===== src/design/dpb_pkg.sv =====
// Shared widths, register map and pipeline types for the depth back-projection block.
package dpb_pkg;

    // Field widths
    localparam int DEPTH_W = 16;
    localparam int PIX_W   = 12;
    localparam int FOC_W   = 16;
    localparam int CTR_W   = 18;
    localparam int MAXD_W  = 15;
    localparam int COORD_W = 24;
    localparam int Z_W     = 15;

    // Datapath widths
    localparam int OFS_W   = CTR_W + 1;                 // signed pixel offset, Q.6
    localparam int PROD_W  = (MAXD_W + 1) + OFS_W;      // signed depth * offset
    localparam int ABS_W   = MAXD_W + CTR_W;            // magnitude of the product
    localparam int MAG_W   = ABS_W + 4;                 // magnitude scaled to Q.4 result
    localparam int DIV_BITS = COORD_W;                  // quotient bits, one per stage
    localparam int HI_W    = MAG_W - DIV_BITS;
    localparam int CMP_W   = FOC_W + DIV_BITS;

    // Stage counts
    localparam int AXIS_LAT = DIV_BITS + 5;             // stages inside one axis
    localparam int LAT      = AXIS_LAT + 1;             // plus the input stage

    // Configuration port
    localparam int APB_AW = 5;
    localparam int APB_DW = 32;

    localparam logic [FOC_W-1:0]  FOCAL_X_RST  = 16'd36864;
    localparam logic [FOC_W-1:0]  FOCAL_Y_RST  = 16'd36864;
    localparam logic [CTR_W-1:0]  CENTER_X_RST = 18'd20480;
    localparam logic [CTR_W-1:0]  CENTER_Y_RST = 18'd15360;
    localparam logic [MAXD_W-1:0] MAX_DEPTH_RST = 15'd1300;

    localparam logic [COORD_W-1:0] COORD_MAX = 24'h7FFFFF;
    localparam logic [COORD_W-1:0] COORD_MIN = 24'h800000;

    typedef enum logic [2:0] {
        REG_FOCAL_X   = 3'd0,
        REG_FOCAL_Y   = 3'd1,
        REG_CENTER_X  = 3'd2,
        REG_CENTER_Y  = 3'd3,
        REG_MAX_DEPTH = 3'd4
    } t_reg_idx;

    // One step of the restoring divider
    typedef struct packed {
        logic [FOC_W-1:0]    rem;
        logic [DIV_BITS-1:0] lo;
        logic [DIV_BITS-1:0] quo;
        logic                neg;
        logic                ovf;
        logic                nz;
    } t_div;

endpackage


===== src/design/dpb_axis.sv =====
// One projection axis: offset, multiply, magnitude, pipelined division and saturation.
module dpb_axis
    import dpb_pkg::*;
(
    input  logic                 i_clk,
    input  logic                 i_en,
    input  logic [MAXD_W-1:0]    i_depth,
    input  logic [PIX_W-1:0]     i_pix,
    input  logic [CTR_W-1:0]     i_center,
    input  logic [FOC_W-1:0]     i_focal,
    output logic [COORD_W-1:0]   o_coord
);

    logic        [MAXD_W-1:0]  r_a_d;
    logic signed [OFS_W-1:0]   r_a_ofs;
    logic signed [PROD_W-1:0]  r_b_prod;
    logic        [MAG_W-1:0]   r_c_mag;
    logic                      r_c_neg;
    t_div                      r_div [0:DIV_BITS];
    logic        [COORD_W-1:0] r_coord;

    logic [PROD_W-1:0]  n_abs;
    t_div               n_div0;
    t_div               n_div [1:DIV_BITS];
    logic [COORD_W-1:0] n_coord;

    function automatic t_div div_step(input t_div s, input logic [FOC_W-1:0] f);
        logic [FOC_W:0] t;
        logic           ge;
        t_div           o;
        t  = {s.rem, s.lo[DIV_BITS-1]};
        ge = (t >= {1'b0, f});
        o  = s;
        o.rem = ge ? FOC_W'(t - {1'b0, f}) : FOC_W'(t);
        o.lo  = {s.lo[DIV_BITS-2:0], 1'b0};
        o.quo = {s.quo[DIV_BITS-2:0], ge};
        return o;
    endfunction

    always_comb begin
        n_abs = r_b_prod[PROD_W-1] ? PROD_W'(-r_b_prod) : PROD_W'(r_b_prod);

        n_div0.rem = FOC_W'(r_c_mag[MAG_W-1:DIV_BITS]);
        n_div0.lo  = r_c_mag[DIV_BITS-1:0];
        n_div0.quo = '0;
        n_div0.neg = r_c_neg;
        n_div0.nz  = |r_c_mag;
        // quotient needs more than DIV_BITS bits, or focal length is zero
        n_div0.ovf = n_div0.nz &&
                     ({{(CMP_W-MAG_W){1'b0}}, r_c_mag} >= {i_focal, {DIV_BITS{1'b0}}});

        for (int k = 1; k <= DIV_BITS; k++) begin
            n_div[k] = div_step(r_div[k-1], i_focal);
        end
    end

    always_comb begin
        t_div s;
        s = r_div[DIV_BITS];
        if (!s.nz) begin
            n_coord = '0;
        end else if (!s.neg) begin
            n_coord = (s.ovf || s.quo > COORD_MAX) ? COORD_MAX : s.quo;
        end else begin
            n_coord = (s.ovf || s.quo > COORD_MIN) ? COORD_MIN : COORD_W'(-s.quo);
        end
    end

    always_ff @(posedge i_clk) begin
        if (i_en) begin
            r_a_d    <= i_depth;
            r_a_ofs  <= $signed({1'b0, i_pix, 6'b0}) - $signed({1'b0, i_center});
            r_b_prod <= $signed({1'b0, r_a_d}) * r_a_ofs;
            r_c_mag  <= {n_abs[ABS_W-1:0], 4'b0000};
            r_c_neg  <= r_b_prod[PROD_W-1];
            r_div[0] <= n_div0;
            for (int k = 1; k <= DIV_BITS; k++) begin
                r_div[k] <= n_div[k];
            end
            r_coord  <= n_coord;
        end
    end

    assign o_coord = r_coord;

endmodule


===== config.mk =====
export PLATFORM = sky130hd
export DESIGN_NAME = dpb_axis
export DESIGN_NICKNAME = d
export VERILOG_FILES = /design/src/design/dpb_pkg.sv /design/src/design/dpb_axis.sv
export SDC_FILE = /design/constraint.sdc
export NUM_CORES = 2
export LEC_CHECK = 0
export BUFFER_PORTS_ARGS = -buffer_cell sky130_fd_sc_hd__buf_2
export CAP_MARGIN = 5
export CORE_ASPECT_RATIO = 0.8
export CORE_MARGIN = 2
export CORE_UTILIZATION = 45
export DETAILED_ROUTE_END_ITERATION = 6
export MAX_ROUTING_LAYER = met4
export PLACE_DENSITY = 0.63
export SETUP_SLACK_MARGIN = 0.4
export SLEW_MARGIN = 20
export SYNTH_ARGS = -nofsm -noshare
export SYNTH_HDL_FRONTEND = slang
export SYNTH_SLANG_ARGS = --single-unit

===== constraint.sdc =====
create_clock -name i_clk -period 8.3 [get_ports i_clk]
set_clock_uncertainty 0.15 [all_clocks]
set_input_delay 0.415 -clock i_clk [delete_from_list [all_inputs] [get_ports i_clk]]
set_output_delay 0.415 -clock i_clk [all_outputs]
set_load 0.03 [all_outputs]

# == After elaboration in Yosys (flattened, before gate mapping) ==
# Memory sizes are Yosys's and may differ from the RTL's.
# Index checks and enable logic that the tools add are counted.
# totals
ff_bits,127
ram_bits,1650
inputBits,63
out_inout_bits,24
word_cells,96
mem_count,1
# op_classes
add_sub_neg,27
multipliers,1
order_cmp,27
n_mux,30
n_reduce_logical,4
# mem_list
name,words,width,rd,rd_clocked_by_memory_dff,wr,line_no,source
r_div,25,66,25,0,25,dpb_axis.sv:19,t_div r_div [0:DIV_BITS];
# ops
operator,count
$ge A17 B16 Y1,24
$mux W16,24
$sub A16 B16 Y16,24
$mux W24,3
$ge A37 B40 Y1,1
$mul A16 B19 Y35,1
$mux W33,1
$neg A33 Y33,1
$reduce_or A33 Y1,1
$gt A24 B23 Y1 const B,1
$gt A24 B24 Y1 const B,1
$neg A24 Y24,1
$sub A18 B18 Y19,1
$logic_or A1 B1 Y1,2
$mux W1,2
$logic_and A1 B1 Y1,1

# == Logic depth before layout (Yosys ltp) ==
# An unclocked memory read counts as a cell.
# logic_depth
ltp_word,5
depth_mapped,25
depth_no_buf,24

# == Worst setup path before layout ==
# Ideal clock, no wire load.
# synth_timing
path_type,reg2reg
startpoint,register r_a_d[3]
endpoint,"register r_b_prod[34], data pin"
setup_time_ns,0.260
t_arrival_ns,6.240
required_ns,7.890
setup_slack_ns,1.650
path_stages_with_launch,22
path_buffers,2
synth_period_minus_slack_ns,6.650
path_cell_list,edfxtp_1 clkbuf_1 clkbuf_1 nand2_1 fa_1 inv_1 fa_1 inv_1 fa_1 inv_1 fa_1 fa_1 inv_1 fa_1 inv_1 ha_1 nand4_1 or2_2 o211a_1 o31ai_1 a21oi_1 xnor2_1
# synth_via
elab_chain_len,1
# synth_rtl
element,line_no,source
start: declaration,dpb_axis.sv:14,logic [MAXD_W-1:0] r_a_d;
start signal: assignment,dpb_axis.sv:71,r_a_d <= i_depth;
$mul A16 B19 Y35,dpb_axis.sv:73,"r_b_prod <= $signed({1'b0, r_a_d}) * r_a_ofs;"
end signal: assignment,dpb_axis.sv:73,
end: declaration,dpb_axis.sv:16,logic signed [PROD_W-1:0] r_b_prod;
# No other way between the ends.
# A chain may end at the register's enable or synchronous reset.

# == Final worst setup path ==
# layout_timing
startpoint,register r_a_d[6]
endpoint,"register r_b_prod[31], data pin"
# Same word-level chain as after synthesis.

==> run summary <==
Status - finished clean
Fin nets - 6,641
Grt ovf - 0
Clock Tree Root - clkbuf_16
Share of cells above drive strength 1 - 8.94%
Crit path max fanout - 19
I/O pins - 87
Yosys cell types - 73
Die X - 434 um
Antenna cells - 0
Post-Syn Instances - 5,599
Buf+Inv Stages, Crit Path - 4
H-tree depth - 3
Worst r2r dst - r_b_prod[31]
WP data required - 8.63 ns
Drt first pass iters - 6
Die area - 151,000 um2
Async SR Flop Fraction - 0%
Synth Warn # - 0
Slew HR - 25.1%
Cell taking the most area after synthesis - edfxtp_1
Core area - 147,000 um2
Hold path cells - 4
Syn avg cell area - 11.9 um2
First-pass GRT wire length - 227,000 um
CTS tree - done
WP data arrival - 7.59 ns
Busiest grt layer - met2
R2R Path Start - r_a_d[6]
Final GP Congestion - 0.896
R2r setup slk - 1.05 ns
Post-CTS setup buffer count - 0
Synth area leaders - edfxtp_1 49%, ha_1 9.3%, fa_1 9.3%, inv_1 3.1%, mux2_2 2.8%
RSZ-0062 raised after global routing - no
Drt wl/cell - 18.1 um
Top cells by count, synth - 1,092 x edfxtp_1, 553 x inv_1, 497 x ha_1
Setup_tns - 0 ns
Met1 GRT Util - 27.4%
Max-slew violations - 0
Number of enable flip-flop cells after synthesis - 1,092
Num rows - 126
Count leader, synth - edfxtp_1
DP HPWL - 100,000 um
Met2 Resource Use GR - 29.9%
Via/cell ratio - 5.41
Number of port buffers - 86
Crit Path Category - reg2reg
Post-Syn Nets - 6,467
CP cell instances - and2_1 -> fa_1 -> inv_1 -> fa_1 -> inv_1 -> fa_1 -> fa_1 -> fa_1 -> inv_1 -> fa_1 -> inv_1 -> ha_1 -> o21ai_0 -> a21oi_1 -> a221o_1 -> a31o_2 -> a221oi_1 -> o211ai_1 -> a31oi_1 -> o21bai_1 -> xor2_1
Cell depth of the worst flop-to-flop path - 21
Setup crit start kind - register
Fin crit period - 7.25 ns
CP top delay family - adder cells
Number of global-route vias before repair - 41,700
Final hold slack - 0.0578 ns
Register area share after synthesis - 49.3%
Hold Crit Endpoint - r_a_ofs[13]
Via count - 42,400
Critical Path End Type - register
Worst-Skew Late Latency - 0.75 ns
Area share of the largest cell type after synthesis - 49.3%
CTS clk-pin slew, worst paths - 0.06 ns
Met3 Track Usage GR - 2.93%
Tcrit/Tclk final - 87.4%
Final wirelength - 142,000 um
#FFs+latches synth - 1,092
Starting density of the core - 45.2%
Final Hold Viols - 0
Post-Layout Cell Count - 7,848
Filler instances - 12,800
Number of remaining DRC errors - 0
Crit path top cell by count - fa_1
Final ANT Viol Nets - 0
Slew @ Worst Pin - 1.12 ns
Hold Crit Start - i_center[13]
Placed cells - 7,596
Final setup vio count - 0
CTS Buffer Depth - 3
Min-Delay Path Class - in2reg
Tot GR Track Use - 19.5%
Worst path slowest cell - edfxtp_1
Largest net degree at the start of global routing - 195
Clock buffer count from CTS - 112
Antenna violations before repair - 1
Max-Cap Viols - 0
Drt first-iter violations - 3,067
Max incr delay on CP - 0.69 ns
Cell area after technology mapping - 66,500 um2
Clock Sinks - 1,092
Syn-to-layout area delta - 11.1%
Synth Flop Type - edfxtp_1
Achievable frequency - 138 MHz
Die height - 348 um
[worst max path at each step]
stage	slack [ns]	end	startpoint	cells after the start
2_1_floorplan	1.65	r_b_prod[34]	r_a_d[3]	21
3_3_place_gp	1.17	r_b_prod[31]	r_a_d[9]	22
3_5_place_dp	1.07	r_b_prod[31]	r_a_d[12]	20
4_1_cts	1.04	r_b_prod[31]	r_a_d[12]	20
5_1_grt	0.61	r_b_prod[34]	r_a_d[2]	19
6_report	1.05	r_b_prod[31]	r_a_d[6]	21
[stage by stage]
| stage | cell area [um2] | setup WS, ns | util, % |
|---|---|---|---|
| detailed placement | 69500 | 1.07 | 47.3 |
| floorplan | 66500 | 1.65 | - |
| global route | 73900 | 0.611 | 50.3 |
| global placement | 69500 | 1.17 | 47.3 |
| finish | 73900 | 1.05 | 50.3 |
| CTS | 73900 | 1.04 | 50.2 |
[cells in the final DEF (no fill, tap or decap), drive strengths merged, types with 113 or more instances in the layout]
cell type     n
xnor2       196
clkbuf      125
fa          308
buf         129
and2        135
mux2        173
a21o        113
a21oi       362
edfxtp     1092
nor2        390
nor3        115
inv         558
nand2       356
ha          497
o21ai       198
[logic make-up after synthesis]
family | count (synthesis) | share of synthesized area, %
flip-flops | 1092 | 49.3
buffers and inverters | 665 | 3.79
adder cells (fa/ha/maj) | 805 | 18.6
AO/OA/AOI/OAI | 1064 | 10.1
multiplexers | 208 | 3.46
AND/OR/NAND/NOR | 1472 | 10.9
XOR/XNOR | 293 | 3.86
[sequential cells by signal, indices dropped and copies added, names as in the netlist]
| name | cells |
|---|---|
| r_c_mag | 33 |
| r_c_neg | 1 |
| o_coord | 24 |
| r_div | 966 |
| r_a_ofs | 19 |
| r_b_prod | 34 |
| r_a_d | 15 |
[cell type report]
| class | instances | area [um2] | area share (%) |
|---|---|---|---|
| Clock buffer | 125 | 2850 | 3.86 |
| Clock inverter | 80 | 1090 | 1.47 |
| Inverter | 553 | 2080 | 2.81 |
| Multi-Input combinational cell | 3842 | 31300 | 42.4 |
| Sequential cell | 1092 | 32800 | 44.4 |
| Tap cell | 1984 | 2480 | 3.36 |
| Timing Repair Buffer | 172 | 1310 | 1.77 |
[layer usage]
layer  vias up  part of all wire [%]
met5         -                     0
met4         0                   2.1
met3       192                   5.1
met2       968                    45
met1     20700                    48
li1      20600                     -
[what timing repair did]
item / 4_1_cts / 5_1_grt
setup endpoints to repair: 0 / 0
gates resized for setup: 0 / 0
hold buffers: 43 / 0
endpoints found under the hold margin: 33 / 0
[tightest hold or removal path, delay by kind of cell]
kind / cells / cell delay, ns
XOR/XNOR: 1 / 0.12
buffers and inverters: 2 / 0.14
adder cells (fa/ha/maj): 1 / 0.16
Power is not shown: default switching activity piles up to over one toggle a cycle in this logic, so the estimate is an artifact.
